--- config.mk ---
export PLATFORM = sky130hd
export DESIGN_NAME = rlew_word_run_decoder_unit
export DESIGN_NICKNAME = d
export VERILOG_FILES = /design/src/hdl/rlew_pkg.sv /design/src/hdl/rlew_front.sv /design/src/hdl/rlew_queue.sv /design/src/hdl/rlew_word_run_decoder_unit.sv
export SDC_FILE = /design/constraint.sdc
export NUM_CORES = 1
export LEC_CHECK = 0
export BUFFER_PORTS_ARGS = -buffer_cell sky130_fd_sc_hd__buf_2
export CAP_MARGIN = 20
export CORE_MARGIN = 2
export CORE_UTILIZATION = 45
export CTS_CLUSTER_DIAMETER = 50
export CTS_CLUSTER_SIZE = 25
export DETAILED_ROUTE_END_ITERATION = 8
export PLACE_DENSITY = 0.69
export SLEW_MARGIN = 40
export SYNTH_ARGS = -nofsm -noshare
export SYNTH_HDL_FRONTEND = slang
export SYNTH_SLANG_ARGS = --single-unit
--- constraint.sdc ---
create_clock -name clk_i -period 8.57 [get_ports clk_i]
set_clock_uncertainty 0.1 [all_clocks]
set_input_delay 1.714 -clock clk_i [delete_from_list [all_inputs] [get_ports clk_i]]
set_output_delay 1.714 -clock clk_i [all_outputs]
set_load 0.03 [all_outputs]
--- src/hdl/rlew_pkg.sv ---
// Shared types and constants for the RLEW word run decoder.
package rlew_pkg;

  localparam logic [15:0] MarkerReset = 16'hFEFE;

  typedef enum logic [3:0] {
    PhHeader = 4'b0001,
    PhWord   = 4'b0010,
    PhCount  = 4'b0100,
    PhValue  = 4'b1000
  } phase_e;

  typedef struct packed {
    logic [15:0] value;
    logic [15:0] length;
    logic        done;
  } run_t;

endpackage

--- src/hdl/rlew_front.sv ---
// Front end: parses header, marker, count and value words into run records.
module rlew_front (
  input  logic              clk_i,
  input  logic              rst_ni,
  input  logic              marker_we_i,
  input  logic [15:0]       marker_wdata_i,
  input  logic              word_valid_i,
  input  logic [15:0]       word_i,
  output logic              run_valid_o,
  output rlew_pkg::run_t    run_o
);

  rlew_pkg::phase_e phase_q, phase_d;
  logic [15:0] marker_q;
  logic [15:0] target_q, target_d;
  logic [16:0] total_q, total_d;
  logic [15:0] count_q, count_d;

  logic [15:0] run_count;
  logic [16:0] sum;
  logic        done;

  // The run length is one for a literal and the stored count for a triple.
  assign run_count = (phase_q == rlew_pkg::PhValue) ? count_q : 16'd1;
  assign sum       = total_q + {1'b0, run_count};
  assign done      = (sum >= {1'b0, target_q});

  always_comb begin
    phase_d     = phase_q;
    target_d    = target_q;
    total_d     = total_q;
    count_d     = count_q;
    run_valid_o = 1'b0;
    run_o.value  = word_i;
    run_o.length = run_count;
    run_o.done   = done;
    if (word_valid_i) begin
      unique case (phase_q)
        rlew_pkg::PhHeader: begin
          target_d = word_i;
          total_d  = '0;
          count_d  = '0;
          phase_d  = (word_i == 16'd0) ? rlew_pkg::PhHeader : rlew_pkg::PhWord;
        end
        rlew_pkg::PhWord: begin
          if (word_i == marker_q) begin
            phase_d = rlew_pkg::PhCount;
          end else begin
            run_valid_o = 1'b1;
            total_d     = sum;
            phase_d     = done ? rlew_pkg::PhHeader : rlew_pkg::PhWord;
          end
        end
        rlew_pkg::PhCount: begin
          count_d = word_i;
          phase_d = rlew_pkg::PhValue;
        end
        rlew_pkg::PhValue: begin
          if (count_q == 16'd0) begin
            phase_d = rlew_pkg::PhWord;
          end else begin
            run_valid_o = 1'b1;
            total_d     = sum;
            phase_d     = done ? rlew_pkg::PhHeader : rlew_pkg::PhWord;
          end
        end
        default: begin
          phase_d = rlew_pkg::PhHeader;
        end
      endcase
    end
  end

  always_ff @(posedge clk_i or negedge rst_ni) begin
    if (!rst_ni) begin
      phase_q  <= rlew_pkg::PhHeader;
      marker_q <= rlew_pkg::MarkerReset;
      target_q <= '0;
      total_q  <= '0;
      count_q  <= '0;
    end else begin
      phase_q  <= phase_d;
      target_q <= target_d;
      total_q  <= total_d;
      count_q  <= count_d;
      if (marker_we_i) begin
        marker_q <= marker_wdata_i;
      end
    end
  end

endmodule

--- src/hdl/rlew_queue.sv ---
// Back end: run record queue that holds results until the consumer takes them.
module rlew_queue #(
  parameter int Depth = 4
) (
  input  logic            clk_i,
  input  logic            rst_ni,
  input  logic            wr_i,
  input  rlew_pkg::run_t  wr_data_i,
  input  logic            rd_i,
  output rlew_pkg::run_t  rd_data_o,
  output logic            full_o,
  output logic            empty_o
);

  localparam int AddrW = (Depth > 1) ? $clog2(Depth) : 1;
  localparam int CntW  = $clog2(Depth + 1);
  localparam logic [AddrW-1:0] LastAddr = AddrW'(Depth - 1);
  localparam logic [CntW-1:0]  FullCnt  = CntW'(Depth);

  rlew_pkg::run_t mem_q [Depth];
  logic [AddrW-1:0] wr_ptr_q, wr_ptr_d;
  logic [AddrW-1:0] rd_ptr_q, rd_ptr_d;
  logic [CntW-1:0]  cnt_q, cnt_d;
  logic             do_wr, do_rd;

  assign full_o    = (cnt_q == FullCnt);
  assign empty_o   = (cnt_q == '0);
  assign do_wr     = wr_i && !full_o;
  assign do_rd     = rd_i && !empty_o;
  assign rd_data_o = mem_q[rd_ptr_q];

  always_comb begin
    wr_ptr_d = wr_ptr_q;
    rd_ptr_d = rd_ptr_q;
    cnt_d    = cnt_q;
    if (do_wr) begin
      wr_ptr_d = (wr_ptr_q == LastAddr) ? '0 : wr_ptr_q + 1'b1;
    end
    if (do_rd) begin
      rd_ptr_d = (rd_ptr_q == LastAddr) ? '0 : rd_ptr_q + 1'b1;
    end
    if (do_wr && !do_rd) begin
      cnt_d = cnt_q + 1'b1;
    end else if (do_rd && !do_wr) begin
      cnt_d = cnt_q - 1'b1;
    end
  end

  always_ff @(posedge clk_i or negedge rst_ni) begin
    if (!rst_ni) begin
      wr_ptr_q <= '0;
      rd_ptr_q <= '0;
      cnt_q    <= '0;
    end else begin
      wr_ptr_q <= wr_ptr_d;
      rd_ptr_q <= rd_ptr_d;
      cnt_q    <= cnt_d;
    end
  end

  always_ff @(posedge clk_i) begin
    if (do_wr) begin
      mem_q[wr_ptr_q] <= wr_data_i;
    end
  end

endmodule

--- src/hdl/rlew_word_run_decoder_unit.sv ---
// RLEW word run decoder: takes one code word per cycle unless full, delivers one run per transfer.
// A run is registered in the run queue and reaches the result ports once earlier runs are popped.
// Throughput: one code word per cycle; the run queue of QueueDepth entries absorbs result stalls,
// and push is refused only while that queue is full.
// Reset: asynchronous, active low; clears the parser to wait for a header, the marker to 0xFEFE,
// and empties the run queue.
module rlew_word_run_decoder_unit #(
  parameter int QueueDepth = 4
) (
  input  logic        clk_i,
  input  logic        rst_ni,
  input  logic        marker_we_i,
  input  logic [15:0] marker_wdata_i,
  input  logic        push,
  output logic        full,
  input  logic [15:0] code_word_i,
  output logic        empty,
  input  logic        pop,
  output logic [15:0] run_value_o,
  output logic [15:0] run_length_o,
  output logic        stream_done_o
);

  logic           word_valid;
  logic           run_valid;
  rlew_pkg::run_t run;
  rlew_pkg::run_t head;

  // A word transfer only happens while the queue can take any run it produces.
  assign word_valid = push && !full;

  rlew_front u_front (
    .clk_i          (clk_i),
    .rst_ni         (rst_ni),
    .marker_we_i    (marker_we_i),
    .marker_wdata_i (marker_wdata_i),
    .word_valid_i   (word_valid),
    .word_i         (code_word_i),
    .run_valid_o    (run_valid),
    .run_o          (run)
  );

  rlew_queue #(
    .Depth (QueueDepth)
  ) u_queue (
    .clk_i     (clk_i),
    .rst_ni    (rst_ni),
    .wr_i      (run_valid),
    .wr_data_i (run),
    .rd_i      (pop),
    .rd_data_o (head),
    .full_o    (full),
    .empty_o   (empty)
  );

  assign run_value_o   = head.value;
  assign run_length_o  = head.length;
  assign stream_done_o = head.done;

endmodule

# After elaboration in Yosys (flattened, before gate mapping)
# Memories as Yosys holds them, arrays and structs flattened.
# Index checks and enable logic that the tools add are counted.
# word_totals
register_bits	76
ramBits	132
input_bits	37
out_inout_bits	35
word_cells	63
memories	1
# memory_table
memory	words	word_bits	read_ports	rd_ports_with_merged_regs	wr	line	source
u_queue.mem_q	4	33	1	0	1	rlew_queue.sv:20	rlew_pkg::run_t mem_q [Depth];
# classes
add_sub_neg	5
n_lt_le_gt_ge	1
eq_ne	10
muxes	20
reduce_logical	18
# op_table
op	n
$pmux W17 S3	1
$mux W17	2
$logic_not A16 Y1	2
$pmux W16 S2	1
$add A17 B16 Y17	1
$ge A17 B16 Y1	1
$eq A16 B16 Y1	1
$mux W16	1
$pmux W4 S4	1
$mux W2	4
$mux W4	2
$mux W3	2
$logic_and A1 B1 Y1	5
$mux W1	5
$add A2 B1 Y2 const B	2
$eq A2 B2 Y1 const B	2
$eq A4 B1 Y1 const B	1
$eq A4 B2 Y1 const B	1
$eq A4 B3 Y1 const B	1
$eq A4 B4 Y1 const B	1
$logic_not A1 Y1	4
$ne A2 B2 Y1 const B	2
$reduce_and A2 Y1	2
$reduce_and A4 Y1	1
7 further kinds	8

# Depth between registers and ports, before layout
# logic_depth
word_depth	9
depth_mapped	18
ltp_nobuf	17

# Hierarchy
# A second synthesis with hierarchy kept.
# unflattened
cells_unflattened	619
hier_area_um2	9639.2
# by_module_without_submodules
mod	instances	cells_each	area_per_inst_um2	seq_area_each_um2
rlew_queue	1	210	5206.2	4139.0
rlew_front	1	408	4419.2	1745.4
rlew_word_run_decoder_unit	1	1	13.8	0.0

# Worst setup path before layout
# No wires, ideal clock.
# synth_timing
path_type	register -> register
start	register u_front.phase_q[1]
end	memory u_queue.mem_q[0][0] in the netlist's numbering (data pin)
setup_ns	0.260
arrival_time_ns	3.789
path_slack_ns	4.421
path_stages_with_launch	18
path_buffers	2
period_less_slack_ns	4.149
path_cell_list	dfrtp_1 -> buf_2 -> nor4b_4 -> clkbuf_1 -> and2_1 -> ha_1 -> nor2b_1 -> o31a_1 -> or2_2 -> o21ai_1 -> o21ai_1 -> xor2_1 -> ha_1 -> a211oi_1 -> nand2_1 -> a211oi_1 -> o311a_1 -> inv_1
# synth_lines
item	line	source
from (decl)	rlew_front.sv:13	rlew_pkg::phase_e phase_q, phase_d;
from (signal assigned)	rlew_front.sv:76	phase_q <= rlew_pkg::PhHeader;
from (signal assigned)	rlew_front.sv:82	phase_q <= phase_d;
to (decl)	rlew_queue.sv:20	

==> flow_metrics.env <==
export IMPL_syn_num_nets=739
export IMPL_power_density_mw_per_mm2=282
export IMPL_grtUsageTotal=0.193
export IMPL_async_reset_ff_frac=0.365
export IMPL_gp_congestion=0.887
export IMPL_path_max_fanout=17
export IMPL_slew_headroom=0.492
export IMPL_startpoint="u_front.phase_q[1]"
export IMPL_ioPinCount=72
export IMPL_outcome="complete, no violations"
export IMPL_hold_buffers=0
export IMPL_max_cap_violations=0
export IMPL_cts_made_buffers=21
export IMPL_rsz0062_at_grt="false"
export IMPL_synthFlopType="edfxtp_1"
export IMPL_clock_sink_count=208
export IMPL_mostFrequentLayoutCells="132 x edfxtp_1, 70 x buf_2, 60 x dfrtp_1, 58 x nand2_1, 38 x ha_1"
export IMPL_area_delta_synth_final_pct=14.4
export IMPL_synth_enable_flop_cells=132
export IMPL_mostFrequentLayoutCell="edfxtp_1"
export IMPL_period_needed_ps=5090
export IMPL_dp_hpwl_um=14200
export IMPL_crit_path_end_kind="flip-flop"
export IMPL_cts_root_buf="clkbuf_16"
export IMPL_syn_mean_instance_area_um2=14.4
export IMPL_drcViolationCount=0
export IMPL_hold_path_class="flip-flop to flip-flop"
export IMPL_first_iter_violations=433
export IMPL_rows=53
export IMPL_synth_area_mm2=0.00950
export IMPL_worst_slew_pin_slew_ps=761
export IMPL_synth_seq_cells=208
export IMPL_antenna_found_initial=0
export IMPL_hold_violations=0
export IMPL_start_util=0.455
export IMPL_die_x_um=149
export IMPL_final_nets=813
export IMPL_firstDrtPassIters=4
export IMPL_hold_slack_ps=410
export IMPL_p_leak_uw=0.00441
export IMPL_critPathArrivalTime_ps=5210
export IMPL_clk_pin_slew_ps=80
export IMPL_synthCells=662
export IMPL_finalWirelength_um=21100
export IMPL_layout_worst_path_cycle_share=0.594
export IMPL_antennaDiodeCount=0
export IMPL_fp_dieH_um=149
export IMPL_path_class="flip-flop to flip-flop"
export IMPL_cts_tree="done"
export IMPL_yosys_cell_types_count=50
export IMPL_clock_fmax_mhz=196
export IMPL_ant_nets=0
export IMPL_coreArea_mm2=0.0209
export IMPL_grt_pass1_vias=5940
export IMPL_report_final_slew_viol_count=0
export IMPL_ir_drop_uv=199
export IMPL_synth_top_area_share=0.417
export IMPL_r2r_start="u_front.phase_q[1]"
export IMPL_critPathLaunchType="flip-flop"
export IMPL_portBuffers=71
export IMPL_grt_max_degree=77
export IMPL_wire_per_inst_um=20.6
export IMPL_ys_seq_area_frac=0.619
export IMPL_yosys_area_top_type="edfxtp_1"
export IMPL_clk_latency_ps=500
export IMPL_drive_above_1_share=0.277
export IMPL_grt_pass1_wl_um=33000
export IMPL_die_area_mm2=0.0223
export IMPL_grt_overflow_total=0
export IMPL_postCtsSetupBuffers=0
export IMPL_vias=5806
export IMPL_cts_resized=0
export IMPL_required_ps=8690
export IMPL_yosysWarnings=0
export IMPL_hp_start="u_front.target_q[13]"
export IMPL_via_per_inst=5.66
export IMPL_synthTopCellsByArea="edfxtp_1 42%, dfrtp_1 16%, mux4_2 7.8%"
export IMPL_h_tree_depth=1
export IMPL_finalSetupViolations=0
export IMPL_tns_ps=0
export IMPL_clockBufferDepth=3
## synthesized netlist by cell type, drive strengths merged, types with 2 or more instances
cell type	number
buf	15
a211oi	6
xnor2	8
ha	38
mux4	33
inv	29
nand4	6
dfstp	15
nand2	58
o21ai	37
or3	3
edfxtp	132
o22ai	2
and3	10
nor4	14
o211a	2
a21o	22
fa	2
dfrtp	61
o21a	3
nor4b	2
a211o	2
nor3	9
nand2b	2
a21oi	22
a31oi	2
clkbuf	13
nand3	14
nor2	11
and2	18
xor2	23
o31ai	5
mux2	34
## kinds of logic after synthesis
logic type / count (synthesis) / synth area share
fa+ha+maj: 40 / 0.0542
compound gates: 108 / 0.0728
flops: 208 / 0.619
buf+inv: 57 / 0.0245
xor+xnor: 31 / 0.0286
simple gates: 151 / 0.0823
mux: 67 / 0.118
## critical path: stages (launching register included)
cell and delay (ps):
dfrtp_1 500, nor4b_4 700, nand2b_1 310, ha_1 280, inv_1 70, fa_1 210, nor2b_1 80, o31a_1 310
or2_2 310, o21ai_1 260, o21ai_1 110, xor2_1 230, ha_1 300, a211oi_1 270, nand2_1 110, a211oi_1 230
o311a_1 300, inv_1 130
## path summary, 6_finish.rpt
check,to,slack [ps],cells past startpoint
max,u_queue.mem_q[3][0],3480,17
min,u_front.target_q[13],410,1
max reg2reg,u_queue.mem_q[3][0],3480,17
min reg2reg,u_front.target_q[13],410,1
max in group asynchronous,u_front.total_q[2],6710,1
min in group asynchronous,u_front.marker_q[0],1130,1
## through the flow
stage	std cells	util	instance area [um^2]	total power [uW]	worst slack [ps]
floorplan	662	-	9500	1920	4420
global placement	988	0.486	10100	2140	3510
detailed placement	988	0.486	10200	2160	3340
CTS	1025	0.521	10900	3090	3540
global route	1025	0.521	10900	3200	3220
finish	1025	0.521	10900	3060	3480
## state kept, by name, summed over array words and instances, names as in the netlist
signal	flops
u_queue.mem_q	132
u_front.total_q	17
u_front.count_q	16
u_front.marker_q	16
u_front.target_q	16
u_front.phase_q	4
u_queue.cnt_q	3
u_queue.rd_ptr_q	2
u_queue.wr_ptr_q	2
## power by group
part	switching (uW)	total (uW)	leakage, uW	internal, uW
clock	438	929	0.000345	491
sequential	84.4	1260	0.00211	1180
combinational	521	870	0.00196	349
total	1040	3060	0.00441	2020
## metal layers
metal  global-route usage  share of wire  up-vias
li1                     -              -     2629
met1                0.264           0.43     2976
met2                0.331           0.50      169
met3               0.0235          0.047       32
met4               0.0495          0.019        0
met5                    0              0        -
## area by class of cell
| cell class | count | area [um^2] |
|---|---|---|
| well taps | 275 | 344 |
| clock buffers | 22 | 539 |
| clock inverters | 15 | 183 |
| inverters | 29 | 109 |
| multi-input cells | 397 | 3390 |
| repair buffers | 79 | 422 |
| flip-flops and latches | 208 | 5890 |
| fillers | 1765 | 10000 |
No activity file was read; power rests on OpenSTA's default activity.
